<file path="src/rtl/ogp_pkg.sv">
package ogp_pkg;

    // field widths
    localparam int FUNC_W  = 2;
    localparam int PIX_W   = 10;
    localparam int DEPTH_W = 16;
    localparam int BYTE_W  = 8;
    localparam int MAPI_W  = 18;
    localparam int VAL_W   = 8;
    localparam int CFG_AW  = 5;
    localparam int CFG_DW  = 32;

    // datapath widths
    localparam int ANG_W   = 27;
    localparam int XY_W    = 33;
    localparam int TRIG_W  = 32;
    localparam int DVD_W   = 34;
    localparam int DVS_W   = 11;
    localparam int PROD_W  = 66;
    localparam int OFF_W   = 18;
    localparam int POS_W   = 20;
    localparam int SCALE_W = 32;

    localparam logic signed [XY_W-1:0] CORDIC_GAIN = XY_W'(652032874);
    localparam int CORDIC_STEPS = 16;

    // request selector
    localparam logic [FUNC_W-1:0] FUNC_PIXEL = 2'd0;
    localparam logic [FUNC_W-1:0] FUNC_CLEAR = 2'd1;
    localparam logic [FUNC_W-1:0] FUNC_READ  = 2'd2;
    localparam logic [FUNC_W-1:0] FUNC_NOP   = 2'd3;

    // stored cell codes
    localparam logic [1:0] CODE_UNKNOWN  = 2'd0;
    localparam logic [1:0] CODE_FREE     = 2'd1;
    localparam logic [1:0] CODE_OCCUPIED = 2'd2;

    // register indexes
    localparam logic [2:0] REG_FOVH  = 3'd0;
    localparam logic [2:0] REG_FOVV  = 3'd1;
    localparam logic [2:0] REG_PITCH = 3'd2;
    localparam logic [2:0] REG_COLS  = 3'd3;
    localparam logic [2:0] REG_ROWS  = 3'd4;
    localparam logic [2:0] REG_CPM   = 3'd5;
    localparam logic [2:0] REG_MAXD  = 3'd6;

    typedef struct packed {
        logic [7:0]         fovh;
        logic [7:0]         fovv;
        logic [6:0]         pitch;
        logic [PIX_W-1:0]   cols;
        logic [PIX_W-1:0]   rows;
        logic [15:0]        cpm;
        logic [DEPTH_W-1:0] max_depth;
    } cfg_t;

    typedef struct packed {
        logic       clear;
        logic       wr_en;
        logic [1:0] wr_code;
        logic       rd_en;
    } grid_cmd_t;

    typedef enum logic [3:0] {
        ST_CLR_GO,
        ST_CLEAR,
        ST_IDLE,
        ST_TH_DIV,
        ST_PH_DIV,
        ST_PH_COR,
        ST_MUL1,
        ST_MUL2,
        ST_MUL3,
        ST_MUL4,
        ST_MUL5,
        ST_WRITE,
        ST_RD_LAT,
        ST_RD_OUT
    } state_t;

    // arctangent of 2^-i in Q16 degrees
    function automatic logic signed [ANG_W-1:0] atan_q16(input logic [3:0] i);
        logic signed [ANG_W-1:0] v;
        case (i)
            4'd0:    v = ANG_W'(2949120);
            4'd1:    v = ANG_W'(1740967);
            4'd2:    v = ANG_W'(919879);
            4'd3:    v = ANG_W'(466945);
            4'd4:    v = ANG_W'(234379);
            4'd5:    v = ANG_W'(117265);
            4'd6:    v = ANG_W'(58666);
            4'd7:    v = ANG_W'(29335);
            4'd8:    v = ANG_W'(14668);
            4'd9:    v = ANG_W'(7334);
            4'd10:   v = ANG_W'(3667);
            4'd11:   v = ANG_W'(1833);
            4'd12:   v = ANG_W'(917);
            4'd13:   v = ANG_W'(458);
            4'd14:   v = ANG_W'(229);
            4'd15:   v = ANG_W'(115);
            default: v = '0;
        endcase
        return v;
    endfunction

    // stored code to map value
    function automatic logic signed [VAL_W-1:0] code_to_value(input logic [1:0] code);
        logic signed [VAL_W-1:0] v;
        case (code)
            CODE_FREE:     v = VAL_W'(0);
            CODE_OCCUPIED: v = VAL_W'(100);
            default:       v = -VAL_W'(1);
        endcase
        return v;
    endfunction

endpackage

</file>
<file path="src/rtl/ogp_cfg.sv">
module ogp_cfg import ogp_pkg::*;
(
    input  logic              clk,
    input  logic              rst_n,
    input  logic              psel,
    input  logic              penable,
    input  logic              pwrite,
    input  logic [CFG_AW-1:0] paddr,
    input  logic [CFG_DW-1:0] pwdata,
    output logic [CFG_DW-1:0] prdata,
    output logic              pready,
    output cfg_t              cfg
);

    cfg_t       cfg_reg;
    logic [2:0] idx;
    logic       wr;

    assign idx    = paddr[CFG_AW-1:2];
    assign wr     = psel && penable && pwrite;
    assign pready = 1'b1;
    assign cfg    = cfg_reg;

    // register writes
    always_ff @(posedge clk or negedge rst_n)
    begin
        if (!rst_n)
        begin
            cfg_reg.fovh      <= 8'd120;
            cfg_reg.fovv      <= 8'd70;
            cfg_reg.pitch     <= 7'd10;
            cfg_reg.cols      <= 10'd513;
            cfg_reg.rows      <= 10'd288;
            cfg_reg.cpm       <= 16'd5120;
            cfg_reg.max_depth <= 16'd15360;
        end
        else if (wr)
        begin
            case (idx)
                REG_FOVH:  cfg_reg.fovh      <= pwdata[7:0];
                REG_FOVV:  cfg_reg.fovv      <= pwdata[7:0];
                REG_PITCH: cfg_reg.pitch     <= pwdata[6:0];
                REG_COLS:  cfg_reg.cols      <= pwdata[PIX_W-1:0];
                REG_ROWS:  cfg_reg.rows      <= pwdata[PIX_W-1:0];
                REG_CPM:   cfg_reg.cpm       <= pwdata[15:0];
                REG_MAXD:  cfg_reg.max_depth <= pwdata[DEPTH_W-1:0];
                default:   ;
            endcase
        end
    end

    // read back
    always_comb
    begin
        case (idx)
            REG_FOVH:  prdata = CFG_DW'(cfg_reg.fovh);
            REG_FOVV:  prdata = CFG_DW'(cfg_reg.fovv);
            REG_PITCH: prdata = CFG_DW'(cfg_reg.pitch);
            REG_COLS:  prdata = CFG_DW'(cfg_reg.cols);
            REG_ROWS:  prdata = CFG_DW'(cfg_reg.rows);
            REG_CPM:   prdata = CFG_DW'(cfg_reg.cpm);
            REG_MAXD:  prdata = CFG_DW'(cfg_reg.max_depth);
            default:   prdata = '0;
        endcase
    end

endmodule

</file>
<file path="config.mk">
export PLATFORM = sky130hd
export DESIGN_NAME = ogp_cfg
export DESIGN_NICKNAME = d
export VERILOG_FILES = /design/src/rtl/ogp_pkg.sv /design/src/rtl/ogp_cfg.sv
export SDC_FILE = /design/constraint.sdc
export NUM_CORES = 1
export LEC_CHECK = 0
export BUFFER_PORTS_ARGS = -buffer_cell sky130_fd_sc_hd__buf_4
export CAP_MARGIN = 15
export CORE_MARGIN = 5
export CORE_UTILIZATION = 40
export DETAILED_ROUTE_END_ITERATION = 10
export MAX_ROUTING_LAYER = met4
export PLACE_DENSITY = 0.7
export SLEW_MARGIN = 10
export SYNTH_ARGS = -nofsm -noshare
export SYNTH_HDL_FRONTEND = slang
export SYNTH_SLANG_ARGS = --single-unit
export TNS_END_PERCENT = 20
</file>
<file path="constraint.sdc">
create_clock -name clk -period 0.95 [get_ports clk]
set_input_delay 0.0475 -clock clk [delete_from_list [all_inputs] [get_ports clk]]
set_output_delay 0.0475 -clock clk [all_outputs]
set_load 0.01 [all_outputs]
</file>
==> flow_summary_export.csv <==
group,metric,value,unit
outcome,status,"finished with violations",
outcome,violations,"negative setup slack",
critical_path,cp_max_fo,2,
floorplanning,io_pins,150,
floorplanning,initial_core_util,40.78,%
yosys,synth-compound-area-share,4.894,%
yosys,ys.flop_type,"dfrtp_1",
routing,drc,0,
yosys,synth_xor_xnor_area_share,0,%
sta,slew_violations,0,
critical_path,worstPathArrival,1.53,ns
sta,rsz0062_at_grt,"true",
clock_tree,cts_buffer_depth,2,
sta,clock_skew,0,ns
floorplanning,die_w,106.6,um
grt,overflow,0,
clock_tree,clk_pin_slew_worst_paths,0.08,ns
clock_tree,insertion_delay,0.35,ns
worst_hold_path,hp-class,"in -> async",
sta,tns,-15.62,ns
flow_run,cap_violations,0,
place,place_ws,-0.3276,ns
yosys,avgSynthCellArea,13.47,sq um
sta,post-route-period-util,166.2,%
yosys,synth_area_leaders,"dfrtp_1 38%, mux2_2 21%, dfstp_2 13%",
yosys,yosysWarnings,0,
yosys,synth_mux_area_share,30.17,%
sta,setup_viol,96,
critical_path,crit_type,"reg -> out",
power_and_ir_drop,p_per_area,1966,nW/um^2
place,dp_hpwl,8.288,mm
grt,grt_max_degree,24,
sta,min_period,1.579,ns
routing,ant_nets,0,
place,place_area,5349,sq um
critical_path,required,0.90,ns
power_and_ir_drop,ir_drop,1.407,mV
yosys,yosysSeqAreaShare,50.92,%
routing,drtIter0Drc,104,
critical_path,start_kind,"flop",
floorplanning,rows,35,
layout,nNetsFinal,556,
power_and_ir_drop,p_leak,3.165,nW
yosys,synth_most_common_cell,"mux2_2",
routing,via_count,3210,
layout,areaGrowthSynthToFinish,75.93,%
yosys,ys_types,33,
yosys,async_flop_share,100.0,%
floorplanning,die_h,106.6,um
layout,antenna-diode-count,0,
floorplanning,die_area,11360,sq um
yosys,synthSimpleGateAreaFrac,8.012,%
sta,fin_ws,-0.6290,ns
layout,fill_cells,588,
floorplanning,fp.coreArea,9153,sq um
yosys,synth_top_family_by_area,"multiplexers",
routing,routedWlPerCell,19.89,um
critical_path,rr_worst_depth,4,
grt,grt_pass1_vias,3579,
clock_tree,root_buffer,"clkbuf_8",
yosys,synth_adder_area_share,0,%
clock_tree,cts_max_level,3,
routing,avgViaCountPerCell,5.095,
yosys,synth_top_area_share,37.55,%
sta,max_freq,633.3,MHz
yosys,synth_edf_count,0,
routing,drtPass1Iterations,4,
layout,stdcell_area,6566,sq um
clock_tree,numCtsBuffers,9,
layout,drive_gt1_share,69.56,%
yosys,synthCells,277,
grt,grt_usage,22.59,%
yosys,synth-seq-cells,75,
routing,wl,12.53,mm
grt,grt_pass1_wl,19.44,mm
critical_path,end_kind,"output pin",
yosys,syn_area,3732,sq um
grt,antenna_found_initial,0,
sta,holdWs,0.1046,ns
clock_tree,cts_tree,"done",
yosys,synth_top_area_cell,"dfrtp_1",
clock_tree,cts.sinks,75,
place,placement.io_buffers,114,
yosys,ys_top_cells_by_count,"68 x mux2_2, 56 x dfrtp_1, 24 x mux2i_1, 19 x buf_4, 19 x dfstp_2",
sta,finalHoldViolCount,0,
place,gp_congestion,0.8360,
layout,largest_reg_flops,75,
## cell type report
class	count	area (sq um)	area share [%]
Clock buffer	12	155.1	2.363
Clock inverter	4	120.1	1.829
Multi-Input combinational cell	186	1795	27.34
Sequential cell	75	1901	28.94
Tap cell	111	138.9	2.115
Timing Repair Buffer	242	2456	37.40
## cells by family after synthesis
kind of cell,after synthesis
other,2
DFF,75
and+or+nand+nor,45
AOI/OAI and AO/OA,24
buffers and inverters,31
muxes,100
## worst paths after layout
kind / from / slack, ns / to
worst min-delay path: rst_n / 0.10 / cfg[3]$_DFFE_PN0P_
worst max register to register: cfg[37]$_DFFE_PN1P_ / -0.11 / cfg[37]$_DFFE_PN1P_
worst max-delay path: cfg[37]$_DFFE_PN1P_ / -0.63 / prdata[5]
worst min register to register: cfg[24]$_DFFE_PN0P_ / 0.57 / cfg[24]$_DFFE_PN0P_
min in group clk: paddr[4] / 0.31 / cfg[68]$_DFFE_PN0P_
max in group asynchronous: rst_n / 0.33 / cfg[12]$_DFFE_PN1P_
## stage by stage
step           std cells  power [W]  utilization (%)
3_3_place_gp         575   0.008069            58.44
3_5_place_dp         575   0.008162            58.44
2_1_floorplan        292   0.005893                -
4_1_cts              623    0.01258            69.80
5_1_grt              630    0.01346            71.74
6_report             630    0.01291            71.74
## critical path, stage by stage (launching register included)
cell	delay (ns)
dfstp_2	0.55
mux2i_1	0.08
or2_4	0.25
a31oi_4	0.18
buf_6	0.13
## cells in the final DEF, fill, tap and decap left out, types with 8 or more instances in the layout
cell | netlist | final
buf_4 | 19 | 80
clkbuf_8 | 0 | 11
mux2_2 | 68 | 56
mux2i_1 | 24 | 23
dfstp_2 | 19 | 19
conb_1 | 2 | 17
buf_6 | 3 | 139
nor2b_1 | 11 | 8
mux2_4 | 8 | 20
dlygate4sd3_1 | 0 | 17
dfrtp_1 | 56 | 56
## timing repair
item | in CTS | in global routing
endpoints found under the setup margin | 91 | 97
pin swaps | 9 | 4
setup buffers | 16 | 12
hold buffers | 17 | 0
gates cloned | 0 | 0
resized for setup | 127 | 39
hold endpoints to repair | 131 | 0
## metal layers
layer	up-vias	GRT usage, %	share of wire (%)
met3	31	5.298	5.6
li1	1451	-	-
met5	-	-	0
met1	1599	27.38	41
met4	0	7.032	2.4
met2	129	37.63	51
## power by group
group,internal [W],total [W],switching [W]
combinational,0.00325,0.00507,0.00182
clock,0.00216,0.00337,0.00121
sequential,0.00393,0.00447,0.000534
total,0.00935,0.0129,0.00357
Power figures use the tool's default switching activity.
