--- src/rtl/ogp_pkg.sv ---
package ogp_pkg;

    // field widths
    localparam int FUNC_W  = 2;
    localparam int PIX_W   = 10;
    localparam int DEPTH_W = 16;
    localparam int BYTE_W  = 8;
    localparam int MAPI_W  = 18;
    localparam int VAL_W   = 8;
    localparam int CFG_AW  = 5;
    localparam int CFG_DW  = 32;

    // datapath widths
    localparam int ANG_W   = 27;
    localparam int XY_W    = 33;
    localparam int TRIG_W  = 32;
    localparam int DVD_W   = 34;
    localparam int DVS_W   = 11;
    localparam int PROD_W  = 66;
    localparam int OFF_W   = 18;
    localparam int POS_W   = 20;
    localparam int SCALE_W = 32;

    localparam logic signed [XY_W-1:0] CORDIC_GAIN = XY_W'(652032874);
    localparam int CORDIC_STEPS = 16;

    // request selector
    localparam logic [FUNC_W-1:0] FUNC_PIXEL = 2'd0;
    localparam logic [FUNC_W-1:0] FUNC_CLEAR = 2'd1;
    localparam logic [FUNC_W-1:0] FUNC_READ  = 2'd2;
    localparam logic [FUNC_W-1:0] FUNC_NOP   = 2'd3;

    // stored cell codes
    localparam logic [1:0] CODE_UNKNOWN  = 2'd0;
    localparam logic [1:0] CODE_FREE     = 2'd1;
    localparam logic [1:0] CODE_OCCUPIED = 2'd2;

    // register indexes
    localparam logic [2:0] REG_FOVH  = 3'd0;
    localparam logic [2:0] REG_FOVV  = 3'd1;
    localparam logic [2:0] REG_PITCH = 3'd2;
    localparam logic [2:0] REG_COLS  = 3'd3;
    localparam logic [2:0] REG_ROWS  = 3'd4;
    localparam logic [2:0] REG_CPM   = 3'd5;
    localparam logic [2:0] REG_MAXD  = 3'd6;

    typedef struct packed {
        logic [7:0]         fovh;
        logic [7:0]         fovv;
        logic [6:0]         pitch;
        logic [PIX_W-1:0]   cols;
        logic [PIX_W-1:0]   rows;
        logic [15:0]        cpm;
        logic [DEPTH_W-1:0] max_depth;
    } cfg_t;

    typedef struct packed {
        logic       clear;
        logic       wr_en;
        logic [1:0] wr_code;
        logic       rd_en;
    } grid_cmd_t;

    typedef enum logic [3:0] {
        ST_CLR_GO,
        ST_CLEAR,
        ST_IDLE,
        ST_TH_DIV,
        ST_PH_DIV,
        ST_PH_COR,
        ST_MUL1,
        ST_MUL2,
        ST_MUL3,
        ST_MUL4,
        ST_MUL5,
        ST_WRITE,
        ST_RD_LAT,
        ST_RD_OUT
    } state_t;

    // arctangent of 2^-i in Q16 degrees
    function automatic logic signed [ANG_W-1:0] atan_q16(input logic [3:0] i);
        logic signed [ANG_W-1:0] v;
        case (i)
            4'd0:    v = ANG_W'(2949120);
            4'd1:    v = ANG_W'(1740967);
            4'd2:    v = ANG_W'(919879);
            4'd3:    v = ANG_W'(466945);
            4'd4:    v = ANG_W'(234379);
            4'd5:    v = ANG_W'(117265);
            4'd6:    v = ANG_W'(58666);
            4'd7:    v = ANG_W'(29335);
            4'd8:    v = ANG_W'(14668);
            4'd9:    v = ANG_W'(7334);
            4'd10:   v = ANG_W'(3667);
            4'd11:   v = ANG_W'(1833);
            4'd12:   v = ANG_W'(917);
            4'd13:   v = ANG_W'(458);
            4'd14:   v = ANG_W'(229);
            4'd15:   v = ANG_W'(115);
            default: v = '0;
        endcase
        return v;
    endfunction

    // stored code to map value
    function automatic logic signed [VAL_W-1:0] code_to_value(input logic [1:0] code);
        logic signed [VAL_W-1:0] v;
        case (code)
            CODE_FREE:     v = VAL_W'(0);
            CODE_OCCUPIED: v = VAL_W'(100);
            default:       v = -VAL_W'(1);
        endcase
        return v;
    endfunction

endpackage

--- src/rtl/ogp_cordic.sv ---
module ogp_cordic import ogp_pkg::*;
(
    input  logic                     clk,
    input  logic                     rst_n,
    input  logic                     start,
    input  logic signed [ANG_W-1:0]  angle,
    output logic                     done,
    output logic signed [TRIG_W-1:0] sin_q30,
    output logic signed [TRIG_W-1:0] cos_q30
);

    localparam logic signed [ANG_W-1:0] DEG90  = ANG_W'(90 * 65536);
    localparam logic signed [ANG_W-1:0] DEG180 = ANG_W'(180 * 65536);
    localparam logic signed [ANG_W-1:0] DEG360 = ANG_W'(360 * 65536);

    logic                    busy_reg, done_reg;
    logic [3:0]              cnt_reg;
    logic                    flip_reg;
    logic signed [XY_W-1:0]  x_reg, y_reg;
    logic signed [ANG_W-1:0] z_reg;
    logic signed [ANG_W-1:0] a_wrap, a_fold;
    logic                    flip;
    logic signed [XY_W-1:0]  dx, dy, sin_x, cos_x;

    // wrap into (-180,180] and fold into [-90,90]
    always_comb
    begin
        a_wrap = angle;
        if (a_wrap <= -DEG180)
        begin
            a_wrap = a_wrap + DEG360;
        end
        if (a_wrap > DEG180)
        begin
            a_wrap = a_wrap - DEG360;
        end
        flip   = 1'b0;
        a_fold = a_wrap;
        if (a_wrap > DEG90)
        begin
            a_fold = a_wrap - DEG180;
            flip   = 1'b1;
        end
        else if (a_wrap < -DEG90)
        begin
            a_fold = a_wrap + DEG180;
            flip   = 1'b1;
        end
    end

    assign dx = y_reg >>> cnt_reg;
    assign dy = x_reg >>> cnt_reg;

    // control
    always_ff @(posedge clk or negedge rst_n)
    begin
        if (!rst_n)
        begin
            busy_reg <= 1'b0;
            done_reg <= 1'b0;
            cnt_reg  <= '0;
        end
        else
        begin
            done_reg <= 1'b0;
            if (start)
            begin
                busy_reg <= 1'b1;
                cnt_reg  <= '0;
            end
            else if (busy_reg)
            begin
                cnt_reg <= cnt_reg + 4'd1;
                if (cnt_reg == 4'(CORDIC_STEPS - 1))
                begin
                    busy_reg <= 1'b0;
                    done_reg <= 1'b1;
                end
            end
        end
    end

    // one rotation step per cycle
    always_ff @(posedge clk)
    begin
        if (start)
        begin
            x_reg    <= CORDIC_GAIN;
            y_reg    <= '0;
            z_reg    <= a_fold;
            flip_reg <= flip;
        end
        else if (busy_reg)
        begin
            if (!z_reg[ANG_W-1])
            begin
                x_reg <= x_reg - dx;
                y_reg <= y_reg + dy;
                z_reg <= z_reg - atan_q16(cnt_reg);
            end
            else
            begin
                x_reg <= x_reg + dx;
                y_reg <= y_reg - dy;
                z_reg <= z_reg + atan_q16(cnt_reg);
            end
        end
    end

    assign sin_x   = flip_reg ? -y_reg : y_reg;
    assign cos_x   = flip_reg ? -x_reg : x_reg;
    assign sin_q30 = TRIG_W'(sin_x);
    assign cos_q30 = TRIG_W'(cos_x);
    assign done    = done_reg;

endmodule

--- config.mk ---
export PLATFORM = sky130hd
export DESIGN_NAME = ogp_cordic
export DESIGN_NICKNAME = d
export VERILOG_FILES = /design/src/rtl/ogp_pkg.sv /design/src/rtl/ogp_cordic.sv
export SDC_FILE = /design/constraint.sdc
export NUM_CORES = 1
export LEC_CHECK = 0
export BUFFER_PORTS_ARGS = -buffer_cell sky130_fd_sc_hd__clkbuf_2
export CAP_MARGIN = 25
export CORE_MARGIN = 4
export CORE_UTILIZATION = 30
export CTS_CLUSTER_SIZE = 25
export DETAILED_ROUTE_END_ITERATION = 16
export HOLD_SLACK_MARGIN = 0.15
export PLACE_DENSITY = 0.48
export SYNTH_ARGS = -nofsm -noshare
export SYNTH_HDL_FRONTEND = slang
export SYNTH_SLANG_ARGS = --single-unit
--- constraint.sdc ---
create_clock -name clk -period 17.21 [get_ports clk]
set_input_delay 0.8605 -clock clk [delete_from_list [all_inputs] [get_ports clk]]
set_output_delay 0.8605 -clock clk [all_outputs]
set_load 0.01 [all_outputs]
==> flow_metrics.tcl <==
set metrics [dict create \
    drv_slew 0 \
    reg2reg_depth 21 \
    grt_pass1_wl_um 73700 \
    clk_latency_ps 390 \
    place_congestion 0.879 \
    clk_pin_slew_ps 70 \
    dieArea_um2 55200 \
    p_int_mw 2.01 \
    clock_skew_ps 13.7 \
    p_switching_mw 2.07 \
    cts_resized 0 \
    sequentialPowerShare_pct 14.4 \
    rows 82 \
    swShare_pct 50.6 \
    grt_usage_pct 16.1 \
    irDropWorstVdd_uv 65.3 \
    die_h_um 235 \
    portBuffers 94 \
    arrival_ps 6960 \
    timing.fmax_ghz 0.149 \
    core-area_um2 50500 \
    synth-warning-count 0 \
    final_cell_mix "159 x xnor2_1, 157 x nand2_1, 154 x a21oi_1" \
    cts.sinks 100 \
    syn-mean-instance-area_um2 8.29 \
    ys_ff_latch 100 \
    rsz0062_at_grt "false" \
    syn_area_um2 15400 \
    critPathRequiredTime_ps 17440 \
    drive_gt1_share_pct 14.3 \
    cts_root_buf "clkbuf_16" \
    drv_cap 0 \
    synthArstFlopShare_pct 6.00 \
    layout-area-overhead-vs-synth_pct 7.18 \
    post_cts_buffers 0 \
    syn-num-nets 2000 \
    nNetsFinal 1993 \
    worst-path-max-fanout 76 \
    period_share_pct 39.1 \
    reg2reg_slack_ps 10480 \
    cts_htree_levels 3 \
    fillers 5322 \
    layout_min_cycle_time_ps 6730 \
    pwr-share-clk_pct 5.7 \
    power.density_nw_per_um2 247 \
    place_hpwl_um 35300 \
    end_kind "flop" \
    synth_edf_count 28 \
    cp-start-kind "flop" \
    hp-class "primary input to async pin" \
    combPwrFrac_pct 79.9 \
    clockBufferDepth 2 \
    finalPower_mw 4.08 \
    avgViaCountPerCell 5.41 \
    syn_inst 1863 \
    synthFlopType "dfxtp_1" \
    multi_input_area_um2 12300 \
    final_common_cell "xnor2_1" \
    cts_tree "done" \
    seqCellArea_um2 2320 \
    grt_start_max_net_pins 85 \
    design_area_um2 16500 \
    synth_cell_types 98 \
    cts_hold_buf 0 \
    avgRoutedWirePerCell_um 18.2 \
    start_util_pct 30.6 \
    worstSetupPathType "flop to flop" \
    gr-total-overflow 0 \
    ant_nets 0 \
    relSlewSlack_pct 31.8 \
    hold_viol 0 \
    status "completed" \
    tns_ps 0 \
    grt_pass1_vias 13155 \
    die_w_um 235 \
    yosysSeqAreaShare_pct 15.0 \
    reg2reg_to "z_reg[26]$_DFFE_PP_" \
    crit-reg2reg-launch "cnt_reg[1]$_DFFE_PN0P_" \
    wirelength_um 46100 \
    placed_area_um2 16200 \
    power.leakage_nw 6.91 \
    worst_pin_slew_ps 1020 \
    antenna_found_initial 1 \
    drtIter0Drc 875 \
    ios 95 \
    setup-violations-final 0 \
    drc_errors 0 \
    cts_buffers 9 \
    vias 13716 \
    drtPass1Iterations 5 \
]
[metal layers]
metal | part of all wire (%) | vias up | GRT usage, %
met5 | 0 | - | 0
met4 | 1.3 | 0 | 3.60
met3 | 3.7 | 29 | 1.84
met2 | 43 | 261 | 24.8
met1 | 52 | 6546 | 24.1
li1 | - | 6880 | -
[cell type report]
class	instances	share of cell area, %
clock inverter	6	0.522
multi-input combinational	1584	74.1
sequential	100	14.0
antenna	1	0.0151
clock buffer	10	1.44
timing repair buffer	107	3.57
tap	672	5.08
inverter	54	1.22
[power by group through the flow]
stage	clock (mW)	combinational, mW	sequential [mW]
2_1_floorplan	0	2.68	0.450
3_3_place_gp	0	3.22	0.587
3_5_place_dp	0	3.22	0.588
4_1_cts	0.245	3.25	0.582
5_1_grt	0.249	3.66	0.606
6_report	0.234	3.26	0.587
[worst max-delay path by stage]
stage | startpoint | to | slack (ps) | depth (start not counted)
final | cnt_reg[1]$_DFFE_PN0P_ | z_reg[26]$_DFFE_PP_ | 10480 | 21
after global routing | cnt_reg[1]$_DFFE_PN0P_ | z_reg[26]$_DFFE_PP_ | 9810 | 23
after CTS | cnt_reg[1]$_DFFE_PN0P_ | z_reg[26]$_DFFE_PP_ | 10480 | 23
after detailed placement | cnt_reg[0]$_DFFE_PN0P_ | x_reg[26]$_SDFFE_PP1P_ | 10530 | 23
after global placement | cnt_reg[1]$_DFFE_PN0P_ | z_reg[26]$_DFFE_PP_ | 10530 | 21
after floorplan | cnt_reg[0]$_DFFE_PN0P_ | z_reg[26]$_DFFE_PP_ | 11560 | 27
[kinds of logic after synthesis]
family                     after synthesis  synth area share [%]
and+or+nand+nor                        540                  17.2
AOI/OAI and AO/OA                      529                  21.8
xor gates and xnor gates               236                  13.4
buffers and inverters                  179                  5.58
muxes                                  172                  18.2
adders and majority gates              107                  8.82
DFF                                    100                  15.0
[stage by stage]
| stage | hold slack (ps) | setup slack [ps] | std cells | utilization, % |
|---|---|---|---|---|
| 2_1_floorplan | 490 | 11560 | 1863 | - |
| 3_3_place_gp | 568 | 10530 | 2516 | 32.1 |
| 3_5_place_dp | 569 | 10530 | 2516 | 32.1 |
| 4_1_cts | 270 | 10480 | 2532 | 32.7 |
| 5_1_grt | 288 | 9810 | 2534 | 32.8 |
| 6_report | 294 | 10480 | 2534 | 32.8 |
[synthesized netlist by cell type (22+ instances only)]
| cell | number | area, µm² |
|---|---|---|
| and3_1 | 26 | 163 |
| nor2_1 | 144 | 541 |
| a21oi_1 | 154 | 771 |
| a21o_1 | 49 | 368 |
| nand3_1 | 38 | 190 |
| xor2_1 | 76 | 666 |
| mux2i_1 | 56 | 561 |
| clkbuf_1 | 68 | 255 |
| nor3_1 | 29 | 145 |
| mux2_2 | 36 | 405 |
| xnor2_1 | 159 | 1390 |
| o21ai_0 | 111 | 556 |
| dfxtp_1 | 66 | 1320 |
| o31ai_1 | 31 | 233 |
| ha_1 | 104 | 1300 |
| nand2_1 | 157 | 589 |
| a31oi_1 | 29 | 181 |
| edfxtp_1 | 28 | 841 |
| inv_1 | 50 | 188 |
| nand2b_1 | 22 | 138 |
| mux4_2 | 53 | 1190 |
[critical path, stage by stage, from the launching register on]
cell and delay (ps):
dfrtp_2 340, buf_4 680, clkinv_1 610, ha_1 510, nand2_1 120, a21boi_0 490
ha_1 290, nand4_1 150, or3_1 430, nand2_1 90, xnor2_1 140, ha_1 270
or2_2 300, a2111oi_0 430, a211oi_1 150, o31ai_1 490, o31ai_1 160, a311oi_1 430
o21bai_1 120, a21oi_1 180, nor2_1 60, a21oi_1 140
(Power assumes the default switching activity.)
