### config.mk
export PLATFORM = sky130hd
export DESIGN_NAME = ogp_div
export DESIGN_NICKNAME = d
export VERILOG_FILES = /design/src/rtl/ogp_pkg.sv /design/src/rtl/ogp_div.sv
export SDC_FILE = /design/constraint.sdc
export NUM_CORES = 1
export LEC_CHECK = 0
export BUFFER_PORTS_ARGS = -buffer_cell sky130_fd_sc_hd__buf_2
export CAP_MARGIN = 5
export CORE_MARGIN = 5
export CORE_UTILIZATION = 51
export CTS_CLUSTER_SIZE = 25
export DETAILED_ROUTE_END_ITERATION = 8
export HOLD_SLACK_MARGIN = 0.06
export PLACE_DENSITY_LB_ADDON = 0.12
export REMOVE_ABC_BUFFERS = 1
export SYNTH_ARGS = -nofsm -noshare
export SYNTH_HDL_FRONTEND = slang
export SYNTH_SLANG_ARGS = --single-unit
### constraint.sdc
create_clock -name clk -period 2.8 [get_ports clk]
set_input_delay 0.42 -clock clk [delete_from_list [all_inputs] [get_ports clk]]
set_output_delay 0.42 -clock clk [all_outputs]
set_load 0.02 [all_outputs]
### src/rtl/ogp_pkg.sv
package ogp_pkg;

    // field widths
    localparam int FUNC_W  = 2;
    localparam int PIX_W   = 10;
    localparam int DEPTH_W = 16;
    localparam int BYTE_W  = 8;
    localparam int MAPI_W  = 18;
    localparam int VAL_W   = 8;
    localparam int CFG_AW  = 5;
    localparam int CFG_DW  = 32;

    // datapath widths
    localparam int ANG_W   = 27;
    localparam int XY_W    = 33;
    localparam int TRIG_W  = 32;
    localparam int DVD_W   = 34;
    localparam int DVS_W   = 11;
    localparam int PROD_W  = 66;
    localparam int OFF_W   = 18;
    localparam int POS_W   = 20;
    localparam int SCALE_W = 32;

    localparam logic signed [XY_W-1:0] CORDIC_GAIN = XY_W'(652032874);
    localparam int CORDIC_STEPS = 16;

    // request selector
    localparam logic [FUNC_W-1:0] FUNC_PIXEL = 2'd0;
    localparam logic [FUNC_W-1:0] FUNC_CLEAR = 2'd1;
    localparam logic [FUNC_W-1:0] FUNC_READ  = 2'd2;
    localparam logic [FUNC_W-1:0] FUNC_NOP   = 2'd3;

    // stored cell codes
    localparam logic [1:0] CODE_UNKNOWN  = 2'd0;
    localparam logic [1:0] CODE_FREE     = 2'd1;
    localparam logic [1:0] CODE_OCCUPIED = 2'd2;

    // register indexes
    localparam logic [2:0] REG_FOVH  = 3'd0;
    localparam logic [2:0] REG_FOVV  = 3'd1;
    localparam logic [2:0] REG_PITCH = 3'd2;
    localparam logic [2:0] REG_COLS  = 3'd3;
    localparam logic [2:0] REG_ROWS  = 3'd4;
    localparam logic [2:0] REG_CPM   = 3'd5;
    localparam logic [2:0] REG_MAXD  = 3'd6;

    typedef struct packed {
        logic [7:0]         fovh;
        logic [7:0]         fovv;
        logic [6:0]         pitch;
        logic [PIX_W-1:0]   cols;
        logic [PIX_W-1:0]   rows;
        logic [15:0]        cpm;
        logic [DEPTH_W-1:0] max_depth;
    } cfg_t;

    typedef struct packed {
        logic       clear;
        logic       wr_en;
        logic [1:0] wr_code;
        logic       rd_en;
    } grid_cmd_t;

    typedef enum logic [3:0] {
        ST_CLR_GO,
        ST_CLEAR,
        ST_IDLE,
        ST_TH_DIV,
        ST_PH_DIV,
        ST_PH_COR,
        ST_MUL1,
        ST_MUL2,
        ST_MUL3,
        ST_MUL4,
        ST_MUL5,
        ST_WRITE,
        ST_RD_LAT,
        ST_RD_OUT
    } state_t;

    // arctangent of 2^-i in Q16 degrees
    function automatic logic signed [ANG_W-1:0] atan_q16(input logic [3:0] i);
        logic signed [ANG_W-1:0] v;
        case (i)
            4'd0:    v = ANG_W'(2949120);
            4'd1:    v = ANG_W'(1740967);
            4'd2:    v = ANG_W'(919879);
            4'd3:    v = ANG_W'(466945);
            4'd4:    v = ANG_W'(234379);
            4'd5:    v = ANG_W'(117265);
            4'd6:    v = ANG_W'(58666);
            4'd7:    v = ANG_W'(29335);
            4'd8:    v = ANG_W'(14668);
            4'd9:    v = ANG_W'(7334);
            4'd10:   v = ANG_W'(3667);
            4'd11:   v = ANG_W'(1833);
            4'd12:   v = ANG_W'(917);
            4'd13:   v = ANG_W'(458);
            4'd14:   v = ANG_W'(229);
            4'd15:   v = ANG_W'(115);
            default: v = '0;
        endcase
        return v;
    endfunction

    // stored code to map value
    function automatic logic signed [VAL_W-1:0] code_to_value(input logic [1:0] code);
        logic signed [VAL_W-1:0] v;
        case (code)
            CODE_FREE:     v = VAL_W'(0);
            CODE_OCCUPIED: v = VAL_W'(100);
            default:       v = -VAL_W'(1);
        endcase
        return v;
    endfunction

endpackage

### src/rtl/ogp_div.sv
module ogp_div import ogp_pkg::*;
(
    input  logic             clk,
    input  logic             rst_n,
    input  logic             start,
    input  logic [DVD_W-1:0] dividend,
    input  logic [DVS_W-1:0] divisor,
    output logic             done,
    output logic [DVD_W-1:0] quotient
);

    logic             busy_reg, busy_next;
    logic             done_reg, done_next;
    logic [5:0]       cnt_reg, cnt_next;
    logic [DVD_W-1:0] quo_reg, quo_next;
    logic [DVS_W-1:0] rem_reg, rem_next;
    logic [DVS_W-1:0] dvs_reg, dvs_next;
    logic [DVS_W:0]   trial;
    logic             fits;

    assign done      = done_reg;
    assign quotient  = quo_reg;

    // one quotient bit per cycle, restoring
    assign trial = {rem_reg, quo_reg[DVD_W-1]};
    assign fits  = trial >= {1'b0, dvs_reg};

    always_comb
    begin
        busy_next = busy_reg;
        done_next = 1'b0;
        cnt_next  = cnt_reg;
        quo_next  = quo_reg;
        rem_next  = rem_reg;
        dvs_next  = dvs_reg;
        if (start)
        begin
            busy_next = 1'b1;
            cnt_next  = '0;
            quo_next  = dividend;
            rem_next  = '0;
            dvs_next  = divisor;
        end
        else if (busy_reg)
        begin
            quo_next = {quo_reg[DVD_W-2:0], fits};
            rem_next = fits ? DVS_W'(trial - {1'b0, dvs_reg}) : trial[DVS_W-1:0];
            cnt_next = cnt_reg + 6'd1;
            if (cnt_reg == 6'(DVD_W - 1))
            begin
                busy_next = 1'b0;
                done_next = 1'b1;
            end
        end
    end

    always_ff @(posedge clk or negedge rst_n)
    begin
        if (!rst_n)
        begin
            busy_reg <= 1'b0;
            done_reg <= 1'b0;
            cnt_reg  <= '0;
        end
        else
        begin
            busy_reg <= busy_next;
            done_reg <= done_next;
            cnt_reg  <= cnt_next;
        end
    end

    always_ff @(posedge clk)
    begin
        quo_reg <= quo_next;
        rem_reg <= rem_next;
        dvs_reg <= dvs_next;
    end

endmodule

==> results of run 1 <==
## through the flow
stage / cells / util / instance area [um2] / setup WS [ns] / power, mW
final: 428 / 0.639 / 3990 / 0.288 / 3.39
after CTS: 428 / 0.639 / 3990 / 0.274 / 3.42
after detailed placement: 411 / 0.598 / 3730 / 0.317 / 2.43
after global routing: 428 / 0.639 / 3990 / 0.0296 / 3.61
after global placement: 411 / 0.598 / 3730 / 0.443 / 2.42
after floorplan: 246 / - / 3180 / 0.201 / 2.12
## final cells by class
cell class,instances,area (um2),share of cell area
Clock buffer,11,141,0.0355
Clock inverter,5,104,0.0261
Inverter,17,65.1,0.0163
Multi-Input combinational cell,165,1340,0.337
Sequential cell,64,1770,0.444
Tap cell,77,96.3,0.0242
Timing Repair Buffer,89,465,0.117
## layout by cell type (no fill, tap or decap), drive strengths merged
cell type and count:
xnor2 6, buf 88, clkinv 3, nor4 2, nor4bb 1, nor2 22
xor2 3, clkbuf 11, o31a 2, dlygate4sd3 1, nor3 1, nor3b 1
or4 1, a211oi 9, nand2 8, and2 2, dfrtp 8, a311oi 2
nand2b 4, fa 1, o22ai 2, o2111ai 2, bufinv 3, nand3b 1
o21a 2, a2111oi 1, and3 1, o21ai 13, nand3 6, o211ai 2
dfxtp 11, ha 13, nand4 3, mux2 35, mux2i 7, nor2b 2
a21oi 5, inv 16, edfxtp 45, or3 5
## worst max-delay path by stage
stage          slack (ns)          from     endpoint  cells past startpoint
6_report             0.29  quotient[33]  rem_reg[10]                     10
5_1_grt              0.03  quotient[33]  rem_reg[10]                     10
4_1_cts              0.27  quotient[33]  rem_reg[10]                     10
3_5_place_dp         0.32  quotient[33]   rem_reg[9]                     10
3_3_place_gp         0.44  quotient[33]   rem_reg[9]                     10
2_1_floorplan        0.20  quotient[33]   rem_reg[0]                      9
## cell usage after synthesis (3+ instances only)
cell type and count:
xnor2_1 6, o21ai_0 11, nand4_1 3, xor2_1 3, mux2_2 34, nor2_1 22, or3_2 3, a21oi_1 5
edfxtp_1 45, inv_1 16, mux2i_1 7, nand3_1 5, dfrtp_1 8, ha_1 13, buf_1 6, dfxtp_1 11
nand2b_1 4, nand2_1 8, a211oi_1 8
## kinds of logic after synthesis
logic type | after synthesis
DFF | 64
and+or+nand+nor | 60
muxes | 42
AOI/OAI and AO/OA | 40
buffers and inverters | 28
adders and majority gates | 14
xor gates and xnor gates | 9
## metal layers
metal,track usage,part of all wire
met5,0,0
met4,0.0771,0.017
met3,0.0703,0.089
met2,0.267,0.45
met1,0.224,0.44
## power groups by stage
stage	combinational [mW]	clock (mW)	sequential, mW
3_5_place_dp	1.15	0	1.28
5_1_grt	1.28	1.04	1.28
2_1_floorplan	0.783	0	1.34
4_1_cts	1.16	1.00	1.26
6_report	1.15	0.974	1.26
3_3_place_gp	1.14	0	1.28
==> impl_metrics.py, run 1 <==
metrics = {
    "setup_path": {
        "cp_common_cell": "o21ai_2",
        "ff2ff_setup_slack_ns": 0.29,
        "start_kind": "flip-flop",
        "path_max_fanout": 7,
        "r2r-end": "rem_reg[10]",
        "slowest_delay_ns": 0.42,
        "worstReg2RegStart": "quotient[33]",
        "cp_slowest_cell": "fa_1",
        "crit_path_cell_trace": "inv_1 -> ha_1 -> fa_1 -> nor2b_1 -> o31a_1 -> o21ai_2 -> o21ai_2 -> buf_4 -> o21ai_0 -> a311oi_1",
        "cp-end-kind": "flip-flop",
        "cp_top_family": "compound AO/OA/AOI/OAI gates",
        "worst-path-buf-inv": 2,
        "r2r_cells": 10,
        "worstSetupPathType": "flip-flop to flip-flop",
        "critPathArrivalTime_ns": 2.76,
        "required_ns": 3.04,
    },
    "logic_synthesis": {
        "synth.distinct_cells": 48,
        "yosys.area.top_type_share": 0.418,
        "synthAdderAreaFrac": 0.0565,
        "post-synth-top-area-cell": "edfxtp_1",
        "synthSimpleGateAreaFrac": 0.103,
        "synth-seq-cells": 64,
        "async_reset_ff_frac": 0.125,
        "ys_warn_count": 0,
        "synthXorXnorAreaFrac": 0.0244,
        "synth_compound_area_frac": 0.0868,
        "synth_area_um2": 3230,
        "synthMuxAreaShare": 0.145,
        "synth_edf_count": 45,
        "synth_top_family_by_area": "multiplexers",
        "synth_area_leaders": "edfxtp_1, mux2_2, dfxtp_1, dfrtp_1, ha_1",
        "ys.flop_type": "edfxtp_1",
        "yosysSeqAreaShare": 0.548,
        "synthCells": 257,
        "avgSynthCellArea_um2": 12.6,
    },
    "global_route": {
        "grt_first_pass_wirelength_um": 10700,
        "grt_max_degree": 38,
        "overflow": 0,
        "grt_pass1_vias": 2265,
        "grtUsageTotal": 0.177,
        "antenna_found_initial": 0,
    },
    "run_status": {
        "status": "finished clean",
    },
    "power": {
        "p_leak_nw": 1.74,
        "power_frac_seq": 0.372,
        "pwr-share-clk": 0.287,
        "ir_worst_vdd_uv": 448,
        "p_int_mw": 2.33,
        "p_switching_mw": 1.06,
        "power_density_nw_per_um2": 850,
        "combPwrFrac": 0.340,
        "power_switching_share": 0.312,
    },
    "job": {
        "drv_cap": 0,
    },
    "cts": {
        "clk_latency_ns": 0.33,
        "htree_levels": 3,
        "clk_pin_slew_ns": 0.07,
        "cts_setup_buffers": 0,
        "cts_buffer_depth": 2,
        "cts_resized": 0,
        "cts-root-buf": "clkbuf_8",
        "cts_tree": "done",
        "cts.sinks": 64,
        "cts_made_buffers": 9,
        "cts_hold_buf": 1,
    },
    "route": {
        "wl_per_cell_um": 14.8,
        "dr.pass1.iters": 4,
        "drc_errors": 0,
        "first_iter_violations": 116,
        "vias_per_cell": 5.28,
        "postRouteAntennaNets": 0,
        "dr_total_vias": 2260,
        "finalWirelength_um": 6350,
    },
    "sta": {
        "slew_violations": 0,
        "tightest_slew_ns": 0.599,
        "clock.fmax_mhz": 398,
        "hold_slack_ns": 0.256,
        "rsz0062_at_grt": "no",
        "period_share": 0.897,
        "layout_min_cycle_time_ns": 2.51,
        "setup_viol": 0,
        "fin_skew_ns": 0.00974,
        "slew-limit-headroom": 0.597,
        "hold_viol": 0,
        "setup_tns_ns": 0,
    },
    "floorplanning": {
        "rows": 29,
        "ioPinCount": 83,
        "initial_core_util": 0.518,
        "design.core.area_um2": 6240,
        "die_area_um2": 8030,
        "die_h_um": 89.6,
        "die_w_um": 89.6,
    },
    "cells_and_area": {
        "fillers": 515,
        "nets": 408,
        "antenna_cells": 0,
        "drive_gt1_frac": 0.427,
        "area_delta_synth_final_pct": 23.4,
        "largest_reg_flops": 34,
    },
    "worst_hold_path": {
        "hp-class": "input pin to flip-flop",
        "whs_path_depth": 1,
        "hold_end": "dvs_reg[2]",
        "min_from": "divisor[2]",
    },
    "placement": {
        "gp_congestion": 0.826,
        "port-buffer-count": 82,
        "dp.final_hpwl_um": 4580,
    },
}
Power figures use the tool's default switching activity.
==> run 2, diff against run 1 <==
--- a/config.mk
+++ b/config.mk
@@ -7,12 +7,11 @@
 export LEC_CHECK = 0
 export BUFFER_PORTS_ARGS = -buffer_cell sky130_fd_sc_hd__buf_2
 export CAP_MARGIN = 5
-export CORE_MARGIN = 5
 export CORE_UTILIZATION = 51
 export CTS_CLUSTER_SIZE = 25
 export DETAILED_ROUTE_END_ITERATION = 8
 export HOLD_SLACK_MARGIN = 0.06
-export PLACE_DENSITY_LB_ADDON = 0.12
+export PLACE_DENSITY = 0.77
 export REMOVE_ABC_BUFFERS = 1
 export SYNTH_ARGS = -nofsm -noshare
 export SYNTH_HDL_FRONTEND = slang
==> impl_metrics.py, run 2 (synthesis gave the netlist of run 1 again) <==
metrics = {
    "cells_and_area": {
        "layout_common_cells": "buf_2, edfxtp_1, mux2_2",
        "fillers": 486,
        "largest_reg_flops": 34,
        "multi_input_area_um2": 1340,
        "final_common_cell": "buf_2",
        "area_delta_synth_final_pct": 21.8,
        "antenna_cells": 0,
        "drive_gt1_frac": 0.429,
        "nets": 409,
        "final-seq-area_um2": 1770,
    },
    "global_route": {
        "grt_pass1_vias": 2232,
        "overflow": 0,
        "antenna_found_initial": 0,
        "grtUsageTotal": 0.206,
        "grt_max_degree": 35,
        "grt_first_pass_wirelength_um": 10100,
    },
    "cts": {
        "cts-root-buf": "clkbuf_8",
        "cts_tree": "done",
        "htree_levels": 3,
        "cts_buffer_depth": 2,
        "clk_latency_ns": 0.34,
        "cts.sinks": 64,
        "clk_pin_slew_ns": 0.08,
        "cts_made_buffers": 9,
        "cts_setup_buffers": 0,
        "cts_resized": 0,
    },
    "setup_path": {
        "worstReg2RegStart": "quotient[33]",
        "cp-end-kind": "flip-flop",
        "r2r_cells": 10,
        "critPathArrivalTime_ns": 2.73,
        "start_kind": "flip-flop",
        "ff2ff_setup_slack_ns": 0.31,
        "worstSetupPathType": "flip-flop to flip-flop",
        "r2r-end": "rem_reg[10]",
        "path_max_fanout": 7,
        "required_ns": 3.04,
    },
    "worst_hold_path": {
        "hold_end": "dvs_reg[2]",
        "min_from": "divisor[2]",
        "whs_path_depth": 1,
        "hp-class": "input pin to flip-flop",
    },
    "sta": {
        "layout_min_cycle_time_ns": 2.49,
        "period_share": 0.889,
        "slew_violations": 0,
        "timing.final.ws_setup_ns": 0.310,
        "setup_tns_ns": 0,
        "slew-limit-headroom": 0.686,
        "fin_skew_ns": 0.0114,
        "tightest_slew_ns": 0.469,
        "rsz0062_at_grt": "no",
        "hold_viol": 0,
        "setup_viol": 0,
        "clock.fmax_mhz": 402,
    },
    "power": {
        "p_leak_nw": 1.71,
        "power_density_nw_per_um2": 809,
        "total_power_mw": 3.18,
        "ir_worst_vdd_uv": 519,
    },
    "placement": {
        "dp.final_hpwl_um": 4440,
        "place_ws_ns": 0.350,
        "gp_congestion": 0.801,
        "port-buffer-count": 82,
    },
    "route": {
        "finalWirelength_um": 6070,
        "vias_per_cell": 5.33,
        "first_iter_violations": 151,
        "drc_errors": 0,
        "dr_total_vias": 2275,
        "dr.pass1.iters": 4,
        "wl_per_cell_um": 14.2,
        "postRouteAntennaNets": 0,
    },
    "floorplanning": {
        "rows": 28,
        "die_area_um2": 6660,
        "design.core.area_um2": 6030,
        "die_w_um": 81.6,
        "ioPinCount": 83,
        "initial_core_util": 0.536,
        "die_h_um": 81.6,
    },
    "run_status": {
        "status": "finished clean",
    },
    "job": {
        "drv_cap": 0,
    },
}
==> run 2: cell count changes in the layout (fill, tap and decap cells not counted), sizes merged <==
| cell | change |
|---|---|
| clkinv | +1 |
| clkinvlp | +2 |
| buf | +1 |
| clkbuf | -1 |
| bufinv | -2 |
==> run 2: metal layers <==
metal  wire length (um)  track usage
met5                  0            0
met4                 68       0.0684
met3                395       0.0856
met2               2800        0.311
met1               2810        0.268
==> run 2: worst max path at each step <==
stage	from	end	slack [ns]	cells after the start
after detailed placement	quotient[33]	rem_reg[9]	0.35	10
after global placement	quotient[33]	rem_reg[10]	0.47	10
final	quotient[33]	rem_reg[10]	0.31	10
after global routing	quotient[33]	rem_reg[10]	0.08	10
after CTS	quotient[33]	rem_reg[10]	0.32	10
after floorplan	quotient[33]	rem_reg[0]	0.20	9
==> run 2: per-stage QoR <==
step	util	hold slack (ns)	cells	cell area [um2]
after CTS	0.653	0.242	427	3930
after floorplan	-	0.124	246	3180
after global routing	0.653	0.239	427	3930
after global placement	0.620	0.271	410	3740
after detailed placement	0.620	0.277	410	3740
final	0.653	0.254	427	3930
==> run 2: power breakdown <==
part	total, mW	switching, mW	leakage, nW	internal [mW]
logic	1.16	0.610	0.954	0.546
clock network	0.758	0.351	0.0920	0.406
registers	1.27	0.0948	0.663	1.17
total	3.18	1.06	1.71	2.12
==> run 2: timing repair <==
action | CTS | global route
endpoints found under the setup margin | 0 | 0
hold buffers | 1 | 0
hold endpoints to repair | 8 | 0
==> run 2: layout make-up <==
class / count / share of cell area
repair buffers: 90 / 0.120
multi-input cells: 165 / 0.341
inverters: 17 / 0.0165
flip-flops and latches: 64 / 0.450
clock inverters: 6 / 0.0153
well taps: 75 / 0.0239
clock buffers: 10 / 0.0324
==> run 2: critical path, cell delays in order (launching register included) <==
cell      delay [ns]
edfxtp_1        0.34
inv_1           0.06
ha_1            0.22
fa_1            0.41
nor2b_1         0.16
o31a_1          0.20
o21ai_2         0.13
o21ai_2         0.30
buf_4           0.22
o21ai_0         0.09
a311oi_1        0.26
